File: src/hdl/tlps_pkg.sv
// Package for the two-level page table store: widths, opcodes, channel payloads,
// controller states and the command/status structs between controller and datapath.
// No dependencies.
package tlps_pkg;

    localparam int TABLE_COUNT_DEF = 16;
    localparam int ENTRIES_PER_TABLE = 1024;
    localparam int ADDR_W = 32;
    localparam int FRAME_W = 20;
    localparam int OFF_W = 12;
    localparam int IDX_W = 10;
    localparam int SIZE_W = 27;
    localparam int CNT_W = 15;

    localparam logic [IDX_W-1:0]  RECURSIVE_SLOT = 10'h3FF;
    localparam logic [SIZE_W-1:0] MAX_REGION = 27'h4000000;
    localparam logic [OFF_W-1:0]  PAGE_ROUND = 12'hFFF;
    localparam logic [OFF_W-1:0]  FLAG_PRESENT = 12'h001;
    localparam logic [OFF_W-1:0]  FLAGS_IDENTITY = 12'h003;

    typedef enum logic [1:0] {
        OP_MAP     = 2'd0,
        OP_XLATE   = 2'd1,
        OP_REBUILD = 2'd2,
        OP_NOP     = 2'd3
    } t_opcode;

    typedef enum logic [0:0] {
        CFG_TABLES_FRAME = 1'b0,
        CFG_DIR_FRAME    = 1'b1
    } t_cfg_idx;

    typedef struct packed {
        t_opcode             opcode;
        logic [ADDR_W-1:0]   virt_addr;
        logic [ADDR_W-1:0]   phys_addr;
        logic [SIZE_W-1:0]   region_size;
        logic [OFF_W-1:0]    page_flags;
    } t_cmd;

    typedef struct packed {
        logic [ADDR_W-1:0]   result_addr;
        logic                dir_present;
        logic [CNT_W-1:0]    pages_written;
    } t_res;

    typedef struct packed {
        t_cfg_idx            index;
        logic [FRAME_W-1:0]  value;
    } t_cfg;

    typedef enum logic [2:0] {
        ST_INIT,
        ST_IDLE,
        ST_MAP,
        ST_REBUILD,
        ST_FIN
    } t_state;

    typedef struct packed {
        logic latch;
        logic rd;
        logic sweep_wr;
        logic map_step;
        logic load_out;
    } t_dp_cmd;

    typedef struct packed {
        logic map_done;
        logic sweep_last;
        logic out_free;
    } t_dp_sts;

endpackage

File: src/hdl/tlps_ctrl.sv
// Controller state machine for the page table store: sequences init sweep,
// map walks, rebuilds and result hand-off. Depends on tlps_pkg.
module tlps_ctrl (
    input  logic               i_clk,
    input  logic               i_rst_n,
    input  logic               i_cmd_valid,
    input  tlps_pkg::t_opcode  i_cmd_opcode,
    input  tlps_pkg::t_dp_sts  i_sts,
    output logic               o_cmd_ready,
    output tlps_pkg::t_dp_cmd  o_ctl
);

    tlps_pkg::t_state r_state;
    tlps_pkg::t_state n_state;

    always_ff @(posedge i_clk) begin
        if (!i_rst_n) begin
            r_state <= tlps_pkg::ST_INIT;
        end else begin
            r_state <= n_state;
        end
    end

    always_comb begin
        n_state = r_state;
        unique case (r_state)
            tlps_pkg::ST_INIT: begin
                if (i_sts.sweep_last) n_state = tlps_pkg::ST_IDLE;
            end
            tlps_pkg::ST_IDLE: begin
                if (i_cmd_valid) begin
                    unique case (i_cmd_opcode) inside
                        tlps_pkg::OP_MAP:               n_state = tlps_pkg::ST_MAP;
                        tlps_pkg::OP_REBUILD:           n_state = tlps_pkg::ST_REBUILD;
                        tlps_pkg::OP_XLATE, tlps_pkg::OP_NOP: n_state = tlps_pkg::ST_FIN;
                        default:                        n_state = tlps_pkg::ST_FIN;
                    endcase
                end
            end
            tlps_pkg::ST_MAP: begin
                if (i_sts.map_done) n_state = tlps_pkg::ST_FIN;
            end
            tlps_pkg::ST_REBUILD: begin
                if (i_sts.sweep_last) n_state = tlps_pkg::ST_FIN;
            end
            tlps_pkg::ST_FIN: begin
                if (i_sts.out_free) n_state = tlps_pkg::ST_IDLE;
            end
            default: n_state = tlps_pkg::ST_INIT;
        endcase
    end

    always_comb begin
        o_ctl       = '0;
        o_cmd_ready = 1'b0;
        unique case (r_state) inside
            tlps_pkg::ST_INIT, tlps_pkg::ST_REBUILD: begin
                o_ctl.sweep_wr = 1'b1;
            end
            tlps_pkg::ST_IDLE: begin
                o_cmd_ready = 1'b1;
                o_ctl.latch = i_cmd_valid;
                o_ctl.rd    = i_cmd_valid;
            end
            tlps_pkg::ST_MAP: begin
                o_ctl.map_step = ~i_sts.map_done;
            end
            tlps_pkg::ST_FIN: begin
                o_ctl.load_out = i_sts.out_free;
            end
            default: ;
        endcase
    end

endmodule

File: config.mk
export PLATFORM = sky130hd
export DESIGN_NAME = tlps_ctrl
export DESIGN_NICKNAME = d
export VERILOG_FILES = /design/src/hdl/tlps_pkg.sv /design/src/hdl/tlps_ctrl.sv
export SDC_FILE = /design/constraint.sdc
export NUM_CORES = 1
export LEC_CHECK = 0
export BUFFER_PORTS_ARGS = -buffer_cell sky130_fd_sc_hd__buf_2
export CORE_AREA = 5 5 42 44
export CTS_CLUSTER_DIAMETER = 40
export DETAILED_ROUTE_END_ITERATION = 8
export DIE_AREA = 0 0 47 49
export PLACE_DENSITY = 0.48
export SLEW_MARGIN = 20
export SYNTH_ARGS = -nofsm -noshare
export SYNTH_HDL_FRONTEND = slang
export SYNTH_SLANG_ARGS = --single-unit
File: constraint.sdc
create_clock -name i_clk -period 1.04 [get_ports i_clk]
set_input_delay 0 -clock i_clk [delete_from_list [all_inputs] [get_ports i_clk]]
set_output_delay 0 -clock i_clk [all_outputs]
set_load 0.05 [all_outputs]
======== Word-level counts from Yosys, hierarchy flattened ========
Cells that the tools add are included.
operators by class
  reduce and logical (&&, ||, !) cells .... 4
  bitwise logic cells ..................... 1
  eq/ne operators ......................... 10
  muxes and demuxes ....................... 12
operator list
  kind                count
  $mux 3              5
  $pmux 3 s5          1
  $ne 2x2->1 const B  5
  $eq 3x2->1 const B  2
  $pmux 3 s2          1
  $reduce_and 5->1    1
  $mux 1              4
  $eq 3x1->1 const B  1
  $eq 3x3->1 const B  1
  $logic_not 3->1     1
  $eq 2x2->1 const B  1
  $logic_not 2->1     1
  $mux 2              1
  $reduce_or 2->1     1
  $not 1->1           1
word-level totals
  input bits .............................. 8
  register bits after elaboration ......... 3

======== Logic depth before layout (Yosys ltp) ========
  depth after elaboration ................. 4
  gate-level depth with buffers ........... 4

======== Least setup slack after synthesis ========
No wires, ideal clock.
  path type ............................... reg-to-output
  start ................................... reg r_state[1]
  end ..................................... out o_ctl[1] (netlist name)
  buffers on the path ..................... 1
  arrival time ............................ 2.134 ns
  slack ................................... -1.094 ns
  stages on the path, launching flop included .. 3
  path through ............................ dfxtp_1 buf_2 nor4b_1
RTL lines
  what                    RTL line         RTL
  from (decl)             tlps_ctrl.sv:13  tlps_pkg::t_state r_state;
  from (signal assigned)  tlps_ctrl.sv:18  r_state <= tlps_pkg::ST_INIT;
  from (signal assigned)  tlps_ctrl.sv:20  r_state <= n_state;
  to (decl)               tlps_ctrl.sv:10  output tlps_pkg::t_dp_cmd o_ctl

==> impl_metrics.yaml <==
run_status:
  outcome: "finished, violations left"
  violations: "setup timing"
clock_tree:
  cts_buffers: 3
  tritoncts: "done"
  clock_path_buffers: 2
  cts.sinks: 3
  htree_levels: 1
  clk-insertion-delay-late_ps: 230
  ctsHoldBuffers: 0
  cts_root_buf: "clkbuf_4"
  clk_pin_slew_ps: 30
critical_path:
  crit_path_max_fanout: 6
  worst_path_dominant_cell_family: "flip-flops"
  slowest_delay_ps: 360
  r2r_slack_ps: -80
  cp.depth: 3
  reg2reg_to: "r_state[2]$_SDFFE_PN0P_"
  cp_num_buf_inv: 2
  path_common_cell: "buf_6"
  worstPathArrival_ps: 1180
  required_ps: 1040
  crit_type: "reg -> out"
  worstSetupStartpointType: "flip-flop"
  reg2regPathDepth: 4
  crit_chain: "buf_6, nor4b_4, buf_6"
  r2r_start: "r_state[0]$_SDFFE_PN0P_"
  cp-end-kind: "output port"
  cp_slowest_cell: "dfxtp_4"
sta:
  maxSlewViolCount: 0
  finalCritPeriodShare_pct: 114
  fin_ws_ps: -141
  setup_viol: 9
  layout_min_cycle_time_ps: 1180
  slew_headroom_pct: 86.8
  finalClockSkew_ps: 0.495
  rsz0062_at_grt: "yes"
  hold_viol: 0
  fin_tns_setup_ps: -745
  fmax_mhz: 847
  worst_slew_pin_slew_ps: 193
global_route:
  grt_pass1_vias: 352
  grt_max_degree: 9
  busiest_layer: "met2"
  antenna_found_initial: 0
  met3_usage_pct: 2.58
  grt_util_met1_pct: 9.21
  gr-total-overflow: 0
  grt_usage_pct: 9.29
  grt_pass1_wl_um: 1480
  use_met2_pct: 14.7
detailed_routing:
  totalWireLength_um: 839
  vias: 334
  drc: 0
  avgViaCountPerCell: 4.45
  drt_iter0_markers: 2
  ant_nets: 0
  wl_per_cell_um: 11.2
  dr.pass1.iters: 2
logic_synthesis:
  syn_area_sq_um: 283
  synth_most_common_cell: "nor2_1"
  synth-seq-cells: 3
  yosys-top-cells-count: "nor2_1, dfxtp_1, mux2i_1"
  ys.flop_type: "dfxtp_1"
  yosysWarnings: 0
  synthDominantCellAreaShare_pct: 21.2
  synth_area_leaders: "dfxtp_1, mux2i_1, a21boi_0"
  synth_cells: 33
  synth_edf_count: 0
  avgSynthCellArea_sq_um: 8.57
  ys_async_sr_fraction_pct: 0
  synth_cell_types: 21
  synth_fp_nets: 41
  synth_top_cell_by_area: "dfxtp_1"
  yosysSeqAreaShare_pct: 21.2
finish:
  fill_cells: 146
  largestRegisters: "r_state (3)"
  largest_reg_flops: 3
  layout-drive-gt1-share_pct: 71.2
  multi_input_area_sq_um: 256
  diodes: 0
  ff_latch_area_sq_um: 71.3
  area_growth_pct: 110
  fin_area_sq_um: 593
  largest_register: "r_state"
  fin_nets: 68
placed_design:
  placed_area_sq_um: 415
  preCtsSetupSlack_ps: -37.5
  dpl.hpwl_um: 570
  io_buffers: 13
  routabilityCongestion: 0.704
power_and_ir_drop:
  switching_share_pct: 38.4
  irDropWorstVdd_mv: 0.581
  switchingPower_uw: 300
  power_uw: 781
  powerDensity_nw_per_um2: 1320
  p_leak_uw: 0.000263
  p_seq_share_pct: 19.5
  pwr-share-comb_pct: 54.7
  p_int_uw: 481
  power_frac_clock_pct: 25.7
run:
  maxCapViolCount: 0
floorplan:
  rows: 14
  core_area_sq_um: 1400
  initial_core_util_pct: 20.2
  pin_count: 14
  die_w_um: 47
  die_h_um: 49
  dieArea_sq_um: 2300
hold_path:
  hold_start: "i_rst_n"
  hold-path-endpoint: "r_state[2]$_SDFFE_PN0P_"
  hold_depth: 2
  hold_class: "in -> reg"
[logic make-up (layout without fill, tap and decap cells)]
family	after synthesis	in the layout	share of synthesized area (%)
xor+xnor	1	1	3.10
buf+inv	4	30	11.1
flops	3	3	21.2
compound gates	7	7	19.9
simple gates	15	15	34.1
mux	3	3	10.6
[layout make-up]
type | instances | area share (%)
clock buffers | 4 | 4.43
multi-input cells | 26 | 43.2
flip-flops and latches | 3 | 12.0
well taps | 16 | 3.38
repair buffers | 26 | 36.9
[repair_timing]
| item | in CTS | in global routing |
|---|---|---|
| resized for setup | 26 | 3 |
| pin swaps | 4 | 0 |
| buffers inserted | 6 | 1 |
| setup endpoints to repair | 9 | 9 |
[routing by layer]
layer  part of all wire [%]  wire (um)
met1                     37        311
met4                    2.9         24
met5                      0          0
met3                    6.2         52
met2                     54        451
[through the flow]
stage | hold WS, ps | util [%] | instances
floorplan | 66.7 | - | 33
global placement | 276 | 29.6 | 64
detailed placement | 274 | 29.6 | 64
CTS | 18.3 | 40.4 | 74
global route | 30.1 | 42.3 | 75
finish | 31.2 | 42.3 | 75
[cells in the final DEF, fill, tap and decap left out]
| cell | n |
|---|---|
| buf_6 | 11 |
| buf_4 | 8 |
| buf_2 | 7 |
| mux2i_1 | 3 |
| clkbuf_4 | 3 |
| dfxtp_4 | 3 |
| nor2_4 | 2 |
| nand2b_1 | 2 |
| a21oi_1 | 2 |
| nand3b_1 | 2 |
| or2b_4 | 1 |
| nor4b_4 | 1 |
| nand2_1 | 1 |
| nor3_4 | 1 |
| xor2_1 | 1 |
| nor2_2 | 1 |
| o32ai_1 | 1 |
| o211a_1 | 1 |
| nor2_1 | 1 |
| a21boi_4 | 1 |
| nor2b_1 | 1 |
| a21boi_0 | 1 |
| o31ai_2 | 1 |
| nor4bb_2 | 1 |
| nor3b_2 | 1 |
| clkbuf_1 | 1 |
[power by group through the flow]
stage | logic, uW | clock network [uW] | registers [uW]
detailed placement | 304 | 0 | 154
global placement | 305 | 0 | 155
finish | 427 | 201 | 152
global route | 452 | 233 | 154
floorplan | 259 | 0 | 134
CTS | 409 | 214 | 151
[worst max-delay path by stage]
stage / slack, ps / start / to
2_1_floorplan: -190 / r_state[0]$_SDFFE_PN0P_ / o_ctl[4]
6_report: -140 / r_state[2]$_SDFFE_PN0P_ / o_ctl[1]
3_5_place_dp: -40 / r_state[1]$_SDFFE_PN0P_ / o_ctl[1]
5_1_grt: -230 / r_state[2]$_SDFFE_PN0P_ / o_ctl[1]
3_3_place_gp: -30 / r_state[1]$_SDFFE_PN0P_ / o_ctl[1]
4_1_cts: -140 / r_state[2]$_SDFFE_PN0P_ / o_ctl[1]
No activity file was read; power rests on OpenSTA's default activity.
