## src/hdl/tlps_pkg.sv

```systemverilog
// Package for the two-level page table store: widths, opcodes, channel payloads,
// controller states and the command/status structs between controller and datapath.
// No dependencies.
package tlps_pkg;

    localparam int TABLE_COUNT_DEF = 16;
    localparam int ENTRIES_PER_TABLE = 1024;
    localparam int ADDR_W = 32;
    localparam int FRAME_W = 20;
    localparam int OFF_W = 12;
    localparam int IDX_W = 10;
    localparam int SIZE_W = 27;
    localparam int CNT_W = 15;

    localparam logic [IDX_W-1:0]  RECURSIVE_SLOT = 10'h3FF;
    localparam logic [SIZE_W-1:0] MAX_REGION = 27'h4000000;
    localparam logic [OFF_W-1:0]  PAGE_ROUND = 12'hFFF;
    localparam logic [OFF_W-1:0]  FLAG_PRESENT = 12'h001;
    localparam logic [OFF_W-1:0]  FLAGS_IDENTITY = 12'h003;

    typedef enum logic [1:0] {
        OP_MAP     = 2'd0,
        OP_XLATE   = 2'd1,
        OP_REBUILD = 2'd2,
        OP_NOP     = 2'd3
    } t_opcode;

    typedef enum logic [0:0] {
        CFG_TABLES_FRAME = 1'b0,
        CFG_DIR_FRAME    = 1'b1
    } t_cfg_idx;

    typedef struct packed {
        t_opcode             opcode;
        logic [ADDR_W-1:0]   virt_addr;
        logic [ADDR_W-1:0]   phys_addr;
        logic [SIZE_W-1:0]   region_size;
        logic [OFF_W-1:0]    page_flags;
    } t_cmd;

    typedef struct packed {
        logic [ADDR_W-1:0]   result_addr;
        logic                dir_present;
        logic [CNT_W-1:0]    pages_written;
    } t_res;

    typedef struct packed {
        t_cfg_idx            index;
        logic [FRAME_W-1:0]  value;
    } t_cfg;

    typedef enum logic [2:0] {
        ST_INIT,
        ST_IDLE,
        ST_MAP,
        ST_REBUILD,
        ST_FIN
    } t_state;

    typedef struct packed {
        logic latch;
        logic rd;
        logic sweep_wr;
        logic map_step;
        logic load_out;
    } t_dp_cmd;

    typedef struct packed {
        logic map_done;
        logic sweep_last;
        logic out_free;
    } t_dp_sts;

endpackage

```

## src/hdl/tlps_dp.sv

```systemverilog
// Datapath for the page table store: command registers, map walk counters, sweep
// counter, config registers, translate result logic and output register.
// Depends on tlps_pkg; drives the ports of the tlps_ram instance at the top level.
module tlps_dp #(
    parameter int TABLE_COUNT = tlps_pkg::TABLE_COUNT_DEF,
    parameter int RAM_AW = $clog2(TABLE_COUNT * tlps_pkg::ENTRIES_PER_TABLE)
) (
    input  logic                        i_clk,
    input  logic                        i_rst_n,
    input  tlps_pkg::t_cmd              i_cmd_data,
    input  logic                        i_cfg_we,
    input  tlps_pkg::t_cfg              i_cfg_data,
    input  tlps_pkg::t_dp_cmd           i_ctl,
    output tlps_pkg::t_dp_sts           o_sts,
    output logic                        o_ram_we,
    output logic [RAM_AW-1:0]           o_ram_waddr,
    output logic [tlps_pkg::ADDR_W-1:0] o_ram_wdata,
    output logic                        o_ram_re,
    output logic [RAM_AW-1:0]           o_ram_raddr,
    input  logic [tlps_pkg::ADDR_W-1:0] i_ram_rdata,
    input  logic                        i_res_ready,
    output logic                        o_res_valid,
    output tlps_pkg::t_res              o_res_data
);

    localparam int DEPTH = TABLE_COUNT * tlps_pkg::ENTRIES_PER_TABLE;
    localparam logic [tlps_pkg::IDX_W-1:0] DIR_LIM = tlps_pkg::IDX_W'(TABLE_COUNT);
    localparam logic [RAM_AW-1:0] SWEEP_LAST = RAM_AW'(DEPTH - 1);
    localparam logic [tlps_pkg::ADDR_W-1:0] PAGE_STEP = 32'h0000_1000;

    tlps_pkg::t_opcode                r_op;
    logic [tlps_pkg::ADDR_W-1:0]      r_virt;
    logic [tlps_pkg::ADDR_W-1:0]      r_phys;
    logic [tlps_pkg::OFF_W-1:0]       r_flags;
    logic [tlps_pkg::CNT_W-1:0]       r_left;
    logic [tlps_pkg::CNT_W-1:0]       r_written;
    logic [RAM_AW-1:0]                r_sweep;
    logic [tlps_pkg::FRAME_W-1:0]     r_tables_frame;
    logic [tlps_pkg::FRAME_W-1:0]     r_dir_frame;
    logic                             r_out_valid;
    tlps_pkg::t_res                   r_out;

    logic [tlps_pkg::SIZE_W-1:0]      size_sat;
    logic [tlps_pkg::SIZE_W:0]        size_round;
    logic [tlps_pkg::IDX_W-1:0]       map_dir;
    logic                             map_hit;
    logic [tlps_pkg::IDX_W-1:0]       xl_dir;
    logic [tlps_pkg::IDX_W-1:0]       xl_tab;
    logic [tlps_pkg::OFF_W-1:0]       xl_off;
    logic [tlps_pkg::FRAME_W-1:0]     slot_frame;
    tlps_pkg::t_res                   res;

    // Saturate the region and round up to whole pages.
    always_comb begin
        size_sat   = (i_cmd_data.region_size > tlps_pkg::MAX_REGION) ?
                     tlps_pkg::MAX_REGION : i_cmd_data.region_size;
        size_round = {1'b0, size_sat} + {{(tlps_pkg::SIZE_W + 1 - tlps_pkg::OFF_W){1'b0}},
                                         tlps_pkg::PAGE_ROUND};
    end

    assign map_dir = r_virt[31:22];
    assign map_hit = map_dir < DIR_LIM;

    always_ff @(posedge i_clk) begin
        if (i_ctl.latch) begin
            r_op      <= i_cmd_data.opcode;
            r_virt    <= i_cmd_data.virt_addr;
            r_phys    <= i_cmd_data.phys_addr;
            r_flags   <= i_cmd_data.page_flags;
            r_left    <= size_round[tlps_pkg::SIZE_W-1:tlps_pkg::OFF_W];
            r_written <= '0;
        end else if (i_ctl.map_step) begin
            r_virt <= r_virt + PAGE_STEP;
            r_phys <= r_phys + PAGE_STEP;
            r_left <= r_left - tlps_pkg::CNT_W'(1);
            if (map_hit) r_written <= r_written + tlps_pkg::CNT_W'(1);
        end
    end

    always_ff @(posedge i_clk) begin
        if (!i_rst_n) begin
            r_sweep <= '0;
        end else if (i_ctl.sweep_wr) begin
            r_sweep <= (r_sweep == SWEEP_LAST) ? '0 : r_sweep + RAM_AW'(1);
        end
    end

    always_ff @(posedge i_clk) begin
        if (!i_rst_n) begin
            r_tables_frame <= '0;
            r_dir_frame    <= '0;
        end else if (i_cfg_we) begin
            unique case (i_cfg_data.index)
                tlps_pkg::CFG_TABLES_FRAME: r_tables_frame <= i_cfg_data.value;
                tlps_pkg::CFG_DIR_FRAME:    r_dir_frame    <= i_cfg_data.value;
                default: ;
            endcase
        end
    end

    // Memory port drive: sweep writes the identity entry, a map_hit step writes the new PTE.
    always_comb begin
        o_ram_we    = i_ctl.sweep_wr | (i_ctl.map_step & map_hit);
        o_ram_waddr = i_ctl.sweep_wr ? r_sweep : r_virt[RAM_AW+11:12];
        o_ram_wdata = i_ctl.sweep_wr ?
                      tlps_pkg::ADDR_W'({r_sweep, tlps_pkg::FLAGS_IDENTITY}) :
                      {r_phys[31:12], r_flags | tlps_pkg::FLAG_PRESENT};
        o_ram_re    = i_ctl.rd;
        o_ram_raddr = i_cmd_data.virt_addr[RAM_AW+11:12];
    end

    assign xl_dir     = r_virt[31:22];
    assign xl_tab     = r_virt[21:12];
    assign xl_off     = r_virt[11:0];
    assign slot_frame = r_tables_frame + tlps_pkg::FRAME_W'(xl_tab);

    always_comb begin
        res = '0;
        case (r_op)
            tlps_pkg::OP_MAP: begin
                res.pages_written = r_written;
            end
            tlps_pkg::OP_XLATE: begin
                if (xl_dir < DIR_LIM) begin
                    res.result_addr = {i_ram_rdata[31:12], xl_off};
                    res.dir_present = 1'b1;
                end else if (xl_dir == tlps_pkg::RECURSIVE_SLOT) begin
                    // Recursive slot: the directory itself is read as a table.
                    res.dir_present = 1'b1;
                    if (xl_tab < DIR_LIM) begin
                        res.result_addr = {slot_frame, xl_off};
                    end else if (xl_tab == tlps_pkg::RECURSIVE_SLOT) begin
                        res.result_addr = {r_dir_frame, xl_off};
                    end else begin
                        res.result_addr = {{tlps_pkg::FRAME_W{1'b0}}, xl_off};
                    end
                end
            end
            default: ;
        endcase
    end

    always_ff @(posedge i_clk) begin
        if (!i_rst_n) begin
            r_out_valid <= 1'b0;
        end else if (i_ctl.load_out) begin
            r_out_valid <= 1'b1;
        end else if (i_res_ready) begin
            r_out_valid <= 1'b0;
        end
    end

    always_ff @(posedge i_clk) begin
        if (i_ctl.load_out) r_out <= res;
    end

    assign o_sts.map_done   = (r_left == '0);
    assign o_sts.sweep_last = (r_sweep == SWEEP_LAST);
    assign o_sts.out_free   = ~r_out_valid | i_res_ready;
    assign o_res_valid      = r_out_valid;
    assign o_res_data       = r_out;

endmodule

```

## config.mk

```make
export PLATFORM = sky130hd
export DESIGN_NAME = tlps_dp
export DESIGN_NICKNAME = d
export VERILOG_FILES = /design/src/hdl/tlps_pkg.sv /design/src/hdl/tlps_dp.sv
export SDC_FILE = /design/constraint.sdc
export NUM_CORES = 1
export LEC_CHECK = 0
export ABC_AREA = 1
export BUFFER_PORTS_ARGS = -buffer_cell sky130_fd_sc_hd__clkbuf_2
export CORE_MARGIN = 10
export CORE_UTILIZATION = 58
export DETAILED_ROUTE_END_ITERATION = 8
export PLACE_DENSITY = 0.87
export SLEW_MARGIN = 20
export SYNTH_ARGS = -nofsm -noshare
export SYNTH_HDL_FRONTEND = slang
export SYNTH_SLANG_ARGS = --single-unit
```

## constraint.sdc

```tcl
create_clock -name i_clk -period 4.3 [get_ports i_clk]
set_clock_uncertainty 0.1 [all_clocks]
set_input_delay 0.645 -clock i_clk [delete_from_list [all_inputs] [get_ports i_clk]]
set_output_delay 0.645 -clock i_clk [all_outputs]
set_load 0.05 [all_outputs]
```

## After elaboration in Yosys (flattened, before gate mapping)

Index checks and enable logic that the tools add are counted.

| storage, ports and cells | value |
|---|---|
| input port bits | 167 |
| output and inout bits | 114 |
| logic and storage cells | 55 |
| bits in registers | 211 |

| operators by class | value |
|---|---|
| muxes and demuxes | 16 |
| equality and inequality tests | 4 |
| bitwise logic cells | 5 |
| magnitude comparators | 3 |
| $add $sub $neg | 7 |
| reductions and logical operators | 7 |

Operators by type and width:

| operator | number |
|---|---|
| $mux W32 | 7 |
| $mux W33 | 2 |
| $add A32 B13 Y32 const B | 2 |
| $mux W15 | 2 |
| $mux W14 | 2 |
| $add A27 B12 Y27 const B | 1 |
| $gt A27 B27 Y1 const B | 1 |
| $mux W27 | 1 |
| $add A20 B10 Y20 | 1 |
| $eq A10 B10 Y1 const B | 2 |
| $lt A10 B5 Y1 const B | 2 |
| $add A15 B1 Y15 const B | 1 |
| $logic_not A15 Y1 | 1 |
| $sub A15 B1 Y15 const B | 1 |
| $add A14 B1 Y14 const B | 1 |
| $eq A14 B14 Y1 const B | 1 |
| $reduce_and A2 Y1 | 3 |
| $reduce_bool A2 Y1 | 2 |
| $eq A2 B1 Y1 const B | 1 |
| $logic_not A2 Y1 | 1 |
| $mux W1 | 2 |
| $not A1 Y1 | 2 |
| $or A1 B1 Y1 | 2 |
| $and A1 B1 Y1 | 1 |

## Logic depth before layout (Yosys ltp)

| depth | value |
|---|---|
| depth in word-level cells | 5 |
| mapped depth | 14 |
| depth with buffers taken out | 14 |

## Worst setup path after synthesis

No wires, ideal clock.

| timing | value |
|---|---|
| kind | register to output |
| start point | reg r_sweep[0] |
| end point | out o_sts[1] (netlist name) |
| data required time | 3.555 ns |
| slack | 1.284 ns |
| arrival time | 2.271 ns |
| buffers on the path | 0 |
| cell stages (with the launch flop) | 4 |
| path through | dfxtp_1 ha_1 nand4_1 nor4_1 |

RTL lines:

| item | RTL line | text |
|---|---|---|
| start: declaration | tlps_dp.sv:37 | `logic [RAM_AW-1:0] r_sweep;` |
| start signal: assignment | tlps_dp.sv:84 | `r_sweep <= (r_sweep == SWEEP_LAST) ? '0 : r_sweep + RAM_AW'(1);` |
| end: declaration | tlps_dp.sv:14 | `output tlps_pkg::t_dp_sts o_sts,` |

==> results.yml <==
sta:
  fin_setup_tns_ps: 0
  hold_ws_ps: 285
  timing.final.crit_share_pct: 79.5
  finalSetupViolations: 0
  max_freq_mhz: 293
  finalHoldViolations: 0
  drv_slew: 0
  rsz0062_at_grt: "no"
  worst_pin_slew_ps: 992
  period_needed_ps: 3420
  relSlewSlack_pct: 33.9
cells_and_area:
  antenna_cells: 0
  seq_area_mm2: 0.00525
  nFillCells: 1440
  multi_input_area_mm2: 0.00457
  area_growth_syn_to_layout_pct: 17.8
  drive_above_1_share_pct: 20.6
  fin_nets: 1764
power:
  switching_share_pct: 29.9
  power.density_mw_per_mm2: 378
  p_switching_uw: 1430
  p_int_uw: 3360
  clock_power_share_pct: 36.1
  combPwrFrac_pct: 16.8
  cellLeakagePower_uw: 0.00563
  power_frac_seq_pct: 47.1
  vdd_drop_max_mv: 0.299
floorplan:
  ios: 281
  dieArea_mm2: 0.0244
  core.rowCount: 49
  start_util_pct: 59.5
  die_h_um: 156
  die_x_um: 156
  core_mm2: 0.0181
cts:
  clkLatencyLatePin_ps: 430
  postCtsSetupRepairBufs: 0
  clockBufferDepth: 2
  cts_root_buf: "clkbuf_16"
  numCtsBuffers: 17
  clkTransAtPathRegs_ps: 70
  cts.hold.buffers_added: 0
  cts_sinks: 198
  cts_tree: "built"
  cts.repair.resized: 0
  h-tree-depth: 4
logic_synthesis:
  synthTopCellsByArea: "edfxtp_1, dfxtp_1, nand2_1"
  synthAdderAreaFrac_pct: 1.93
  synth.most_common_cell: "nand2_1"
  syn_area_mm2: 0.0108
  postSynthAreaPerCell_um2: 7.86
  synthSimpleGateAreaFrac_pct: 25.7
  synth_top_area_cell: "edfxtp_1"
  ys_top_cells_by_count: "nand2_1, nor2_1, inv_1"
  synth-main-ff-cell: "edfxtp_1"
  synth_top_family_by_area: "simple AND/OR/NAND/NOR gates"
  synthCells: 1368
  synthMuxAreaShare_pct: 0
  synth_top_cell_area_share_pct: 35.7
  ys_ff_latch: 198
  postSynth.asyncResetShare_pct: 0
  synth_edf_count: 128
  synth.distinct_cells: 48
  synth-compound-area-share_pct: 12.6
  yosysWarningCount: 0
  seq_area_frac_synth_pct: 48.8
  syn_nets: 1551
  synth-xor-area-share_pct: 2.20
route:
  drtPass1Iterations: 7
  vias: 9995
  drc: 0
  antenna_left: 0
  wl_per_cell_um: 16.9
  drt_iter0_drc: 911
  viasPerCell: 5.48
  finalWirelength_um: 30800
place:
  hpwl_um: 23400
  finalWeightedCongestion: 0.942
  port_buffers: 252
setup_path:
  critPathMaxFanout: 3
  cp.required_ps: 3560
  cp-end-kind: "output port"
  worstSetupPathType: "flop to output port"
  cpMostUsedCell: "nor2_1"
  cp.arrival_ps: 2670
  start_kind: "flop"
  crit_chain: "inv_1 > ha_1 > inv_1 > nor2_1 > nand3b_1 > nor2_1 > inv_1 > nor2_1 > nand3_1 > nor3_1 > nand3_1 > nor2_1 > clkbuf_2"
  cp_slowest_stage_delay_ps: 400
  critPathSlowestCell: "edfxtp_1"
job:
  drv_cap: 0
status:
  status: "completed"
global_route:
  grt_pass1_vias: 9653
  antenna_found_initial: 1
  grt_overflow: 0
  grt_pass1_wl_um: 48800
  grt_usage_pct: 24.6
  grt_max_degree: 92
hold_path:
  hp-class: "input pin to flop"
==> sequential cells by signal (all words and copies together) (netlist names) <==
| name | cells |
|---|---|
| r_written | 15 |
| r_dir_frame | 20 |
| r_virt | 32 |
| r_sweep | 14 |
| r_flags | 11 |
| r_left | 15 |
| o_res_valid | 1 |
| o_res_data | 48 |
| r_op | 2 |
| r_tables_frame | 20 |
| r_phys | 20 |
==> cell usage in the layout, fill, tap and decap left out, types with 15 or more instances in the layout <==
cell	count
a21oi_1	89
clkbuf_16	21
clkbuf_2	251
dfxtp_1	70
edfxtp_1	128
ha_1	15
inv_1	160
nand2_1	290
nand3_1	59
nand4_1	18
nor2_1	204
nor3_1	22
o21ai_0	133
xor2_1	19
==> worst max-delay path: cells and delay by family, from the launching register on <==
family / cells / cell delay (ps)
AND/OR/NAND/NOR: 8 / 1180
buffers and inverters: 4 / 490
flip-flops: 1 / 400
adder cells (fa/ha/maj): 1 / 170
==> cells by family after synthesis <==
group / count (synthesis)
DFF: 198
and+or+nand+nor: 642
AOI/OAI and AO/OA: 256
xor gates and xnor gates: 27
buffers and inverters: 228
other: 1
adders and majority gates: 16
==> power groups by stage <==
| stage | Combinational, µW | Sequential [µW] | Clock (µW) |
|---|---|---|---|
| global route | 882 | 2270 | 1820 |
| finish | 804 | 2260 | 1730 |
| global placement | 783 | 2290 | 0 |
| detailed placement | 797 | 2300 | 0 |
| floorplan | 509 | 2330 | 0 |
| CTS | 803 | 2250 | 1750 |
==> final cells by class <==
class                   instances  area share [%]
flip-flops and latches        198            41.4
multi-input cells             942            36.0
repair buffers                257            10.3
inverters                     165            4.89
clock buffers                  22            4.25
well taps                     229            2.26
clock inverters                10           0.928
==> per-stage QoR <==
stage          worst slack, ps  power (µW)  std cells  utilization (%)  instance area, µm²
2_1_floorplan             1280        2840       1368                -               10800
3_3_place_gp              1320        3070       1791             66.5               12000
3_5_place_dp              1310        3090       1791             66.5               12000
4_1_cts                    881        4800       1823             70.1               12700
5_1_grt                    632        4980       1823             70.1               12700
6_report                   884        4790       1823             70.1               12700
==> metal layers <==
layer  global-route usage, %  vias to the layer above  share of wire, %
met3                    6.98                       66               8.6
met5                       0                        -             0.042
met2                    41.3                      444                49
li1                        -                     4946                 -
met4                    10.8                        2               3.5
met1                    28.9                     4537                39
==> final timing paths <==
path                     to  depth (start not counted)  slack [ps]           start
max                o_sts[2]                         13         880       r_left[0]
min              r_flags[3]                          1         290   i_cmd_data[3]
max reg2reg      r_virt[28]                         10        1610      r_virt[12]
min reg2reg  r_dir_frame[1]                          2         350  r_dir_frame[1]
Power figures use the tool's default switching activity.
